--- config.mk ---
export PLATFORM = sky130hd
export DESIGN_NAME = range_gap_interpolator_core
export DESIGN_NICKNAME = d
export VERILOG_FILES = /design/src/rtl/core/rgi_pkg.sv /design/src/rtl/core/range_gap_interpolator_core.sv /design/src/rtl/core/rgi_div.sv /design/src/rtl/core/rgi_datapath.sv /design/src/rtl/core/rgi_ctrl.sv
export SDC_FILE = /design/constraint.sdc
export NUM_CORES = 1
export LEC_CHECK = 0
export BUFFER_PORTS_ARGS = -buffer_cell sky130_fd_sc_hd__buf_2
export CELL_PAD_IN_SITES_DETAIL_PLACEMENT = 1
export CELL_PAD_IN_SITES_GLOBAL_PLACEMENT = 1
export CORE_ASPECT_RATIO = 0.9
export CORE_MARGIN = 2
export CORE_UTILIZATION = 40
export CTS_CLUSTER_DIAMETER = 40
export DETAILED_ROUTE_END_ITERATION = 16
export GPL_TIMING_DRIVEN = 0
export PLACE_DENSITY_LB_ADDON = 0.1
export SLEW_MARGIN = 30
export SYNTH_ARGS = -nofsm -noshare
export SYNTH_HDL_FRONTEND = slang
export SYNTH_SLANG_ARGS = --single-unit
--- constraint.sdc ---
create_clock -name clk -period 12.4 [get_ports clk]
set_input_delay 0 -clock clk [delete_from_list [all_inputs] [get_ports clk]]
set_output_delay 0 -clock clk [all_outputs]
set_load 0.005 [all_outputs]
--- src/rtl/core/rgi_pkg.sv ---
// Shared types and constants for the range gap interpolator.
// No dependencies; imported by the controller, datapath and top level.
`timescale 1ns / 1ps
`default_nettype none

package rgi_pkg;

  localparam int MAX_GAP_W = 4;
  localparam logic [MAX_GAP_W-1:0] MAX_GAP_RESET = 4'd2;

  // controller -> datapath
  typedef struct packed {
    logic capture;
    logic pend_inc;
    logic div_start;
    logic qr_load;
    logic emit_fill;
    logic emit_interp;
    logic emit_last;
  } rgi_cmd_t;

  // datapath -> controller
  typedef struct packed {
    logic prior_valid;
    logic cur_gap;
    logic cur_last;
    logic pend_zero;
    logic pend_one;
    logic over_lim;
    logic run_over;
    logic div_done;
    logic out_free;
  } rgi_status_t;

endpackage

`default_nettype wire

--- src/rtl/core/range_gap_interpolator_core.sv ---
// Lidar range gap filler: one sample in, zero or more range positions out.
// A new sample is taken only in the idle state, once the last one is fully done; a held
// gap emits nothing, any other sample emits each flushed or filled gap position and then
// its own, and a filled run first waits for the serial divider that splits the range step.
// Output stalls hold the controller in place.
// Reset (rst_n, synchronous): no held gaps, no prior range, max_gap back to 2.
`timescale 1ns / 1ps
`default_nettype none

module range_gap_interpolator_core import rgi_pkg::*; #(
  parameter int RANGE_BITS = 16,
  parameter int GAP_LIMIT  = 15
) (
  input  wire logic                  clk,
  input  wire logic                  rst_n,
  input  wire logic                  in_valid,
  output logic                       in_ready,
  input  wire logic [RANGE_BITS-1:0] in_range,
  input  wire logic                  in_gap,
  input  wire logic                  in_scan_last,
  output logic                       out_valid,
  input  wire logic                  out_ready,
  output logic [RANGE_BITS-1:0]      out_range,
  output logic                       out_gap,
  output logic                       out_scan_end,
  output logic                       out_run_last,
  input  wire logic                  cfg_valid,
  output logic                       cfg_ready,
  input  wire logic [MAX_GAP_W-1:0]  cfg_max_gap
);

  rgi_cmd_t    cmd;
  rgi_status_t status;

  assign cfg_ready = 1'b1;

  rgi_ctrl u_ctrl (
    .clk      (clk),
    .rst_n    (rst_n),
    .in_valid (in_valid),
    .in_ready (in_ready),
    .status   (status),
    .cmd      (cmd)
  );

  rgi_datapath #(
    .RANGE_BITS (RANGE_BITS),
    .GAP_LIMIT  (GAP_LIMIT)
  ) u_datapath (
    .clk          (clk),
    .rst_n        (rst_n),
    .cmd          (cmd),
    .status       (status),
    .in_range     (in_range),
    .in_gap       (in_gap),
    .in_scan_last (in_scan_last),
    .cfg_we       (cfg_valid && cfg_ready),
    .cfg_max_gap  (cfg_max_gap),
    .out_valid    (out_valid),
    .out_ready    (out_ready),
    .out_range    (out_range),
    .out_gap      (out_gap),
    .out_scan_end (out_scan_end),
    .out_run_last (out_run_last)
  );

endmodule

`default_nettype wire

--- src/rtl/core/rgi_div.sv ---
// Restoring divider, one quotient bit per cycle.
// Standalone; used by rgi_datapath to split the range step over the gap run.
`timescale 1ns / 1ps
`default_nettype none

module rgi_div #(
  parameter int DW = 16,
  parameter int VW = 5
) (
  input  wire logic          clk,
  input  wire logic          rst_n,
  input  wire logic          start,
  input  wire logic [DW-1:0] dividend,
  input  wire logic [VW-1:0] divisor,
  output logic               done,
  output logic [DW-1:0]      quot,
  output logic [VW-1:0]      rem
);

  localparam int CNT_W = $clog2(DW + 1);

  logic [DW-1:0]    quot_r;
  logic [VW-1:0]    rem_r;
  logic [VW-1:0]    dvs_r;
  logic [CNT_W-1:0] cnt_r;
  logic             busy_r;
  logic             done_r;

  logic [VW:0]      shifted;
  logic             fits;
  logic [VW:0]      diff;

  assign shifted = {rem_r, quot_r[DW-1]};
  assign fits    = (shifted >= {1'b0, dvs_r});
  assign diff    = shifted - {1'b0, dvs_r};

  always_ff @(posedge clk) begin
    if (!rst_n) begin
      busy_r <= 1'b0;
      done_r <= 1'b0;
      cnt_r  <= '0;
    end else begin
      done_r <= 1'b0;
      if (start) begin
        busy_r <= 1'b1;
        cnt_r  <= CNT_W'(DW);
      end else if (busy_r) begin
        cnt_r <= cnt_r - 1'b1;
        if (cnt_r == CNT_W'(1)) begin
          busy_r <= 1'b0;
          done_r <= 1'b1;
        end
      end
    end
  end

  always_ff @(posedge clk) begin
    if (start) begin
      quot_r <= dividend;
      rem_r  <= '0;
      dvs_r  <= divisor;
    end else if (busy_r) begin
      quot_r <= {quot_r[DW-2:0], fits};
      rem_r  <= fits ? diff[VW-1:0] : shifted[VW-1:0];
    end
  end

  assign done = done_r;
  assign quot = quot_r;
  assign rem  = rem_r;

endmodule

`default_nettype wire

--- src/rtl/core/rgi_datapath.sv ---
// Datapath: sample state, config register, interpolation stepper and output register.
// Depends on rgi_pkg and rgi_div.
`timescale 1ns / 1ps
`default_nettype none

module rgi_datapath import rgi_pkg::*; #(
  parameter int RANGE_BITS = 16,
  parameter int GAP_LIMIT  = 15
) (
  input  wire logic                  clk,
  input  wire logic                  rst_n,
  input  wire rgi_cmd_t              cmd,
  output rgi_status_t                status,
  input  wire logic [RANGE_BITS-1:0] in_range,
  input  wire logic                  in_gap,
  input  wire logic                  in_scan_last,
  input  wire logic                  cfg_we,
  input  wire logic [MAX_GAP_W-1:0]  cfg_max_gap,
  output logic                       out_valid,
  input  wire logic                  out_ready,
  output logic [RANGE_BITS-1:0]      out_range,
  output logic                       out_gap,
  output logic                       out_scan_end,
  output logic                       out_run_last
);

  localparam int PEND_W = $clog2(GAP_LIMIT + 1);
  localparam int CW     = ((PEND_W > MAX_GAP_W) ? PEND_W : MAX_GAP_W) + 1;

  logic [MAX_GAP_W-1:0]  max_gap_r;
  logic [RANGE_BITS-1:0] prior_range_r;
  logic                  prior_valid_r;
  logic [PEND_W-1:0]     pending_r;
  logic [RANGE_BITS-1:0] cur_range_r;
  logic                  cur_gap_r;
  logic                  cur_last_r;
  logic                  neg_r;
  logic [CW-1:0]         divr_r;
  logic [RANGE_BITS-1:0] q_r;
  logic [CW-1:0]         rem_r;
  logic                  out_valid_r;
  logic [RANGE_BITS-1:0] out_range_r;
  logic                  out_gap_r;
  logic                  out_end_r;
  logic                  out_runl_r;

  logic [CW-1:0]         lim;
  logic [CW-1:0]         pend_ext;
  logic                  neg;
  logic [RANGE_BITS-1:0] mag;
  logic                  div_done;
  logic [RANGE_BITS-1:0] div_q;
  logic [CW-1:0]         div_rem;
  logic                  rem_ge;
  logic [CW:0]           rem_wrap;
  logic [RANGE_BITS-1:0] q_nxt;
  logic [CW-1:0]         rem_nxt;
  logic [RANGE_BITS-1:0] interp_val;
  logic                  out_free;
  logic                  emit;

  assign lim = (CW'(max_gap_r) < CW'(GAP_LIMIT)) ? CW'(max_gap_r) : CW'(GAP_LIMIT);
  assign pend_ext = CW'(pending_r);

  assign neg = (cur_range_r > prior_range_r);
  assign mag = neg ? (cur_range_r - prior_range_r) : (prior_range_r - cur_range_r);

  rgi_div #(
    .DW (RANGE_BITS),
    .VW (CW)
  ) u_div (
    .clk      (clk),
    .rst_n    (rst_n),
    .start    (cmd.div_start),
    .dividend (mag),
    .divisor  (pend_ext + 1'b1),
    .done     (div_done),
    .quot     (div_q),
    .rem      (div_rem)
  );

  // Step the partial quotient down by one run position: remove |d| from j*|d|.
  assign rem_ge   = (rem_r >= div_rem);
  assign rem_wrap = {1'b0, rem_r} + {1'b0, divr_r} - {1'b0, div_rem};
  assign q_nxt    = rem_ge ? (q_r - div_q) : (q_r - div_q - 1'b1);
  assign rem_nxt  = rem_ge ? (rem_r - div_rem) : rem_wrap[CW-1:0];
  assign interp_val = neg_r ? (cur_range_r - q_nxt) : (cur_range_r + q_nxt);

  assign out_free = !out_valid_r || out_ready;
  assign emit     = cmd.emit_fill || cmd.emit_interp || cmd.emit_last;

  always_ff @(posedge clk) begin
    if (!rst_n) begin
      max_gap_r     <= MAX_GAP_RESET;
      prior_valid_r <= 1'b0;
      pending_r     <= '0;
      out_valid_r   <= 1'b0;
    end else begin
      if (cfg_we) begin
        max_gap_r <= cfg_max_gap;
      end
      if (cmd.pend_inc) begin
        pending_r <= pending_r + 1'b1;
      end else if (cmd.emit_fill || cmd.emit_interp) begin
        pending_r <= pending_r - 1'b1;
      end else if (cmd.emit_last) begin
        pending_r <= '0;
      end
      if (cmd.emit_last) begin
        prior_valid_r <= !cur_gap_r && !cur_last_r;
      end
      if (emit) begin
        out_valid_r <= 1'b1;
      end else if (out_ready) begin
        out_valid_r <= 1'b0;
      end
    end
  end

  always_ff @(posedge clk) begin
    if (cmd.capture) begin
      cur_range_r <= in_range;
      cur_gap_r   <= in_gap;
      cur_last_r  <= in_scan_last;
    end
    if (cmd.emit_last && !cur_gap_r) begin
      prior_range_r <= cur_range_r;
    end
    if (cmd.div_start) begin
      neg_r  <= neg;
      divr_r <= pend_ext + 1'b1;
    end
    if (cmd.qr_load) begin
      q_r   <= mag;
      rem_r <= '0;
    end else if (cmd.emit_interp) begin
      q_r   <= q_nxt;
      rem_r <= rem_nxt;
    end
    if (cmd.emit_fill) begin
      out_range_r <= '0;
      out_gap_r   <= 1'b1;
      out_end_r   <= 1'b0;
      out_runl_r  <= 1'b0;
    end else if (cmd.emit_interp) begin
      out_range_r <= interp_val;
      out_gap_r   <= 1'b0;
      out_end_r   <= 1'b0;
      out_runl_r  <= 1'b0;
    end else if (cmd.emit_last) begin
      out_range_r <= cur_gap_r ? '0 : cur_range_r;
      out_gap_r   <= cur_gap_r;
      out_end_r   <= cur_last_r;
      out_runl_r  <= 1'b1;
    end
  end

  always_comb begin
    status.prior_valid = prior_valid_r;
    status.cur_gap     = cur_gap_r;
    status.cur_last    = cur_last_r;
    status.pend_zero   = (pending_r == '0);
    status.pend_one    = (pending_r == PEND_W'(1));
    status.over_lim    = ((pend_ext + 1'b1) > lim);
    status.run_over    = (pend_ext > lim);
    status.div_done    = div_done;
    status.out_free    = out_free;
  end

  assign out_valid    = out_valid_r;
  assign out_range    = out_range_r;
  assign out_gap      = out_gap_r;
  assign out_scan_end = out_end_r;
  assign out_run_last = out_runl_r;

endmodule

`default_nettype wire

--- src/rtl/core/rgi_ctrl.sv ---
// Controller state machine: decides per sample whether to hold, pass through, flush or fill.
// Depends on rgi_pkg; drives rgi_datapath through command signals.
`timescale 1ns / 1ps
`default_nettype none

module rgi_ctrl import rgi_pkg::*; (
  input  wire logic        clk,
  input  wire logic        rst_n,
  input  wire logic        in_valid,
  output logic             in_ready,
  input  wire rgi_status_t status,
  output rgi_cmd_t         cmd
);

  localparam logic [2:0] S_IDLE     = 3'd0;
  localparam logic [2:0] S_DISPATCH = 3'd1;
  localparam logic [2:0] S_FLUSH    = 3'd2;
  localparam logic [2:0] S_DIV      = 3'd3;
  localparam logic [2:0] S_INTERP   = 3'd4;
  localparam logic [2:0] S_LAST     = 3'd5;

  logic [2:0] state_r;
  logic [2:0] state_nxt;

  always_comb begin
    state_nxt = state_r;
    cmd       = '0;
    in_ready  = 1'b0;
    case (state_r)
      S_IDLE: begin
        in_ready = 1'b1;
        if (in_valid) begin
          cmd.capture = 1'b1;
          state_nxt   = S_DISPATCH;
        end
      end
      S_DISPATCH: begin
        if (status.cur_gap) begin
          if (!status.prior_valid) begin
            state_nxt = S_LAST;
          end else if (status.over_lim || status.cur_last) begin
            state_nxt = status.pend_zero ? S_LAST : S_FLUSH;
          end else begin
            // hold the gap until the run closes
            cmd.pend_inc = 1'b1;
            state_nxt    = S_IDLE;
          end
        end else begin
          if (status.pend_zero) begin
            state_nxt = S_LAST;
          end else if (status.run_over) begin
            state_nxt = S_FLUSH;
          end else begin
            cmd.div_start = 1'b1;
            state_nxt     = S_DIV;
          end
        end
      end
      S_FLUSH: begin
        if (status.out_free) begin
          cmd.emit_fill = 1'b1;
          if (status.pend_one) begin
            state_nxt = S_LAST;
          end
        end
      end
      S_DIV: begin
        if (status.div_done) begin
          cmd.qr_load = 1'b1;
          state_nxt   = S_INTERP;
        end
      end
      S_INTERP: begin
        if (status.out_free) begin
          cmd.emit_interp = 1'b1;
          if (status.pend_one) begin
            state_nxt = S_LAST;
          end
        end
      end
      S_LAST: begin
        if (status.out_free) begin
          cmd.emit_last = 1'b1;
          state_nxt     = S_IDLE;
        end
      end
      default: begin
        state_nxt = S_IDLE;
      end
    endcase
  end

  always_ff @(posedge clk) begin
    if (!rst_n) begin
      state_r <= S_IDLE;
    end else begin
      state_r <= state_nxt;
    end
  end

endmodule

`default_nettype wire

Word level (Yosys, flattened, before mapping)

Cells that the tools add are included.

Flip-flop bits (word level): 121
Bits of input ports: 27
Output and inout bits: 22
Logic and storage cells: 132

$add $sub $neg: 14
$lt $le $gt $ge: 6
Eq/ne operators: 12
Multiplexer cells: 54
Bitwise logic cells: 2
Reductions and logical operators: 21

Operators by type and width:

| operator              | count |
|---|---|
| $mux 16               | 10 |
| $sub 16x16->16        | 4 |
| $mux 3                | 10 |
| $mux 1                | 24 |
| $mux 5                | 4 |
| $add 16x16->16        | 1 |
| $gt 16x16->1          | 1 |
| $mux 4                | 4 |
| $sub 16x1->16 const B | 1 |
| $pmux 3 s5            | 1 |
| $sub 5x5->5           | 3 |
| $ne 2x1->1 const B    | 4 |
| $reduce_bool 2->1     | 4 |
| $eq 3x2->1 const B    | 2 |
| $eq 3x3->1 const B    | 2 |
| $ge 6x5->1            | 1 |
| $reduce_or 2->1       | 3 |
| $add 4x1->5 const B   | 1 |
| $add 5x5->5           | 1 |
| $eq 5x1->1 const B    | 1 |
| $ge 5x5->1            | 1 |
| $gt 4x5->1            | 1 |
| $gt 5x5->1            | 1 |
| $reduce_and 5->1      | 1 |
| 16 further kinds      | 23 |

Logic depth before layout (Yosys ltp)

Depth in word-level cells: 9
Gate-level depth with buffers: 24
Mapped depth without buffers: 24

Cells and area by module

A second synthesis with hierarchy kept.

Cell total of the unflattened synthesis: 1101
Area total of the unflattened synthesis: 10162.2 µm²

Modules (own cells, without submodules):

| module                      | instances | cells an instance | area each (µm²) | seq. area each (µm²) |
|---|---|---|---|---|
| rgi_datapath                | 1         | 922               | 8204.1          | 2362.3 |
| rgi_div                     | 1         | 125               | 1571.5          | 870.8 |
| rgi_ctrl                    | 1         | 52                | 375.4           | 60.1 |
| range_gap_interpolator_core | 1         | 2                 | 11.3            | 0.0 |

Worst setup path after synthesis

Ideal clock, no wire load.

Path kind: register to register
Start: register u_datapath.u_div.rem_r[1] (netlist: u_datapath.u_div.rem[1])
End: register u_datapath.out_range_r[15] (netlist: u_datapath.out_range[15])
Setup time: 0.132 ns
Arrival: 4.849 ns
Data required time: 12.268 ns
Setup slack: 7.420 ns
Stages on the path, launching flop included: 24
Buffers on the path: 1
Clock period less this slack: 4.980 ns
Path through: dfxtp_1 > inv_1 > ha_1 > nand2b_1 > a21oi_1 > o22ai_1 > clkbuf_1 > xnor2_1 > inv_1 > ha_1 > a21oi_1 > ha_1 > nor2b_1 > o21ai_0 > a21boi_1 > o211ai_1 > a21oi_1 > a2111oi_0 > o21bai_1 > a21o_1 > a31oi_1 > o21ai_0 > xnor2_1 > o22ai_1

Cells in the longest elaborated chain, start to end: 5
Elaborated cells on any way between the ends: 6
Those cells by class: add/sub: 2; order compare: 1; mux: 3

RTL lines:

| item                                                    | line                | RTL |
|---|---|---|
| start: declaration                                      | rgi_div.sv:23       | `logic [VW-1:0] rem_r;` |
| start signal: assignment                                | rgi_div.sv:64       | `rem_r <= fits ? diff[VW-1:0] : shifted[VW-1:0];` |
| $ge 5x5->1 (*)                                          | rgi_datapath.sv:83  | `assign rem_ge = (rem_r >= div_rem);` |
| $mux 16 (*)                                             | rgi_datapath.sv:85  | `assign q_nxt = rem_ge ? (q_r - div_q) : (q_r - div_q - 1'b1);` |
| $add 16x16->16 / $sub 16x16->16 (equally long branches) | rgi_datapath.sv:87  | `assign interp_val = neg_r ? (cur_range_r - q_nxt) : (cur_range_r + q_nxt);` |
| $mux 16 (*)                                             | rgi_datapath.sv:87  |  |
| $mux 16 (*)                                             | rgi_datapath.sv:145 | `end else if (cmd.emit_interp) begin` |
| end signal: assignment                                  | rgi_datapath.sv:146 | `out_range_r <= interp_val;` |
| end signal: assignment                                  | rgi_datapath.sv:151 | `out_range_r <= cur_gap_r ? '0 : cur_range_r;` |
| end: declaration                                        | rgi_datapath.sv:42  | `logic [RANGE_BITS-1:0] out_range_r;` |

Every way passes the cells marked *; elsewhere a longest branch is shown, timed or not.
A chain may end at the register's enable or synchronous reset.

Worst setup path after layout

Same ends and word-level chain as after synthesis.

==> results.py <==
metrics = {
    "grt": {
        "grt_pass1_wl_um": 42400,
        "antenna_found_initial": 0,
        "grt_max_degree": 19,
        "grt_pass1_vias": 7834,
        "overflow": 0,
        "grt.total_usage": 0.226,
    },
    "layout": {
        "fillers": 2684,
        "seqCellArea_um2": 3140,
        "area_growth_pct": 16.0,
        "antennaDiodeCount": 0,
        "nets": 1244,
        "drive_above_1_share": 0.0895,
        "multiInputGateArea_um2": 5480,
    },
    "die": {
        "io_pins": 49,
        "core_area_um2": 22500,
        "die_area_um2": 24200,
        "die_x_um": 164,
        "die_h_um": 148,
        "start_util": 0.408,
        "row_count": 52,
    },
    "clock_tree": {
        "cts_hold_buf": 27,
        "clock-root-buffer": "clkbuf_16",
        "cts_tree": "done",
        "cts.sinks": 121,
        "postCtsSetupBuffers": 0,
        "cts.clk_slew.worst_paths_ps": 60,
        "htreeDepth": 4,
        "cts_resized": 0,
        "clk_path_buf_depth": 2,
        "clkLatencyLatePin_ps": 430,
        "cts_buffers": 17,
    },
    "synthesis": {
        "syn_area_per_cell_um2": 8.97,
        "synthTopCellsByArea": "edfxtp_1 (24%), ha_1 (12%), dfxtp_1 (11%)",
        "async_reset_ff_frac": 0,
        "ys_ff_latch": 121,
        "synth_flop_cell": "edfxtp_1",
        "synth_cell_types": 77,
        "ys_seq_area_frac": 0.343,
        "netlist_area_um2": 9180,
        "synth_common_cells": "inv_1 (108), ha_1 (91), nor2_1 (88)",
        "synth_edf_count": 72,
        "synthMostInstantiatedCell": "inv_1",
        "syn_nets": 1151,
        "yosysWarnings": 0,
        "yosys.area.top_type": "edfxtp_1",
        "synth_top_area_frac": 0.236,
        "syn_inst": 1023,
    },
    "drt": {
        "dr.first_iter.drc_count": 331,
        "wl_per_cell_um": 18.3,
        "drc": 0,
        "routed_via_density": 5.31,
        "ant_nets": 0,
        "vias": 7578,
        "dr.pass1.iters": 4,
        "drt-total-wl_um": 26100,
    },
    "setup_path": {
        "cp_max_fo": 10,
        "end_kind": "flip-flop",
        "ff2ff_setup_slack_ps": 5890,
        "critPathMaxStageDelay_ps": 730,
        "cp_data_required_time_ps": 12690,
        "crit_path_start_kind": "flip-flop",
        "arrival_ps": 6790,
        "worstSetupPathType": "flip-flop to flip-flop",
        "slowest_stage": "a2111oi_0",
        "cp_cell_sequence": "inv_1 > ha_1 > nand2b_1 > a21oi_1 > o22ai_1 > clkbuf_1 > xnor2_1 > inv_1 > ha_1 > a21oi_1 > ha_1 > nor2b_1 > o21ai_0 > a21boi_1 > o211ai_1 > a21oi_1 > a2111oi_0 > o21bai_1 > a21o_1 > a31oi_1 > o21ai_0 > xnor2_1 > o22ai_1",
    },
    "flow_run": {
        "cap_violations": 0,
    },
    "sta": {
        "clock-skew-final_ps": 6.74,
        "rsz0062_at_grt": "false",
        "finalSetupTns_ps": 0,
        "fin_crit_ps": 6510,
        "drv_slew": 0,
        "final.period_utilization": 0.525,
        "max_freq_mhz": 154,
        "timing.final.setup_violations": 0,
        "hold_viol": 0,
        "relSlewSlack": 0.412,
        "tightest_slew_ps": 881,
    },
    "placement": {
        "hpwl_um": 20500,
        "place.gp.congestion": 0.852,
        "portBuffers": 46,
    },
    "status": {
        "outcome": "finished, final reports clean",
    },
    "worst_hold_path": {
        "worstHoldPathType": "input port to flip-flop",
    },
}
through the flow:
| step | setup WS, ps | hold slack (ps) | area [um^2] | cells | utilization |
|---|---|---|---|---|---|
| floorplan | 7420 | 98.9 | 9180 | 1023 | - |
| global placement | 5960 | 176 | 9780 | 1366 | 0.434 |
| detailed placement | 5840 | 179 | 9790 | 1367 | 0.435 |
| CTS | 5820 | 15.6 | 10600 | 1426 | 0.473 |
| global route | 5290 | 68.5 | 10600 | 1426 | 0.473 |
| finish | 5890 | 23.3 | 10600 | 1426 | 0.473 |
metal layers:
metal  track usage  share of wire  vias up
met1         0.333           0.52     3641
met4        0.0596          0.012        0
met3        0.0241          0.025       19
li1              -              -     3808
met5             0              0        -
met2         0.351           0.44      110
final cells by class:
type / count / share of cell area
sequential: 121 / 0.295
buffer: 36 / 0.0139
tap: 297 / 0.0349
multi-input combinational: 757 / 0.515
timing repair buffer: 74 / 0.0481
inverter: 109 / 0.0384
clock buffer: 23 / 0.0459
clock inverter: 9 / 0.00905
worst paths after layout:
path                                                 end                    start  cells past startpoint
worst min-delay path             u_datapath.max_gap_r[2]                cfg_valid                      3
worst max register to register  u_datapath.out_range[15]  u_datapath.u_div.rem[1]                     23
worst min register to register   u_datapath.out_run_last  u_datapath.out_run_last                      2
worst max-delay path            u_datapath.out_range[15]  u_datapath.u_div.rem[1]                     23
kinds of logic (layout without fill, tap and decap cells):
family                   Yosys count  after routing  synth area share
adder cells (fa/ha/maj)          101            101             0.146
buffers and inverters            145            251            0.0607
multiplexers                      30             30            0.0337
other                              1              1          0.000409
AND/OR/NAND/NOR                  270            270             0.141
flip-flops                       121            121             0.343
AO/OA/AOI/OAI                    274            274             0.196
XOR/XNOR                          81             81            0.0796
layout by cell type (no fill, tap or decap), drive strengths merged, types with 8 or more instances in the layout:
cell         count
inv            108
ha              91
nor2            88
a21oi           83
edfxtp          72
nand2           71
o21ai           54
buf             53
clkbuf          53
dfxtp           49
xnor2           44
xor2            36
a21o            30
nor3            27
dlygate4sd3     27
mux2i           23
a211oi          18
nor2b           16
nand3           16
nand2b          10
o21bai          10
fa              10
a31oi            9
o211ai           8
and2             8
sequential cells by signal, summed over array words and instances (netlist names), 3 cells and up:
signal	flops
u_datapath.u_div.quot	16
u_datapath.u_div.rem	5
u_datapath.divr_r	5
u_datapath.max_gap_r	4
u_ctrl.state_r	3
u_datapath.q_r	16
u_datapath.out_range	16
u_datapath.rem_r	5
u_datapath.prior_range_r	16
u_datapath.pending_r	4
u_datapath.u_div.cnt_r	5
u_datapath.cur_range_r	16
worst max-delay path: cells and delay by family (launching register included):
family                     cells  cell delay [ps]
adders and majority gates      3              920
buffers and inverters          3              610
xor gates and xnor gates       2              600
and+or+nand+nor                2              230
DFF                            1              540
AOI/OAI and AO/OA             13             3460
Power is not shown: default switching activity piles up to over one toggle a cycle in this logic, so the estimate is an artifact.
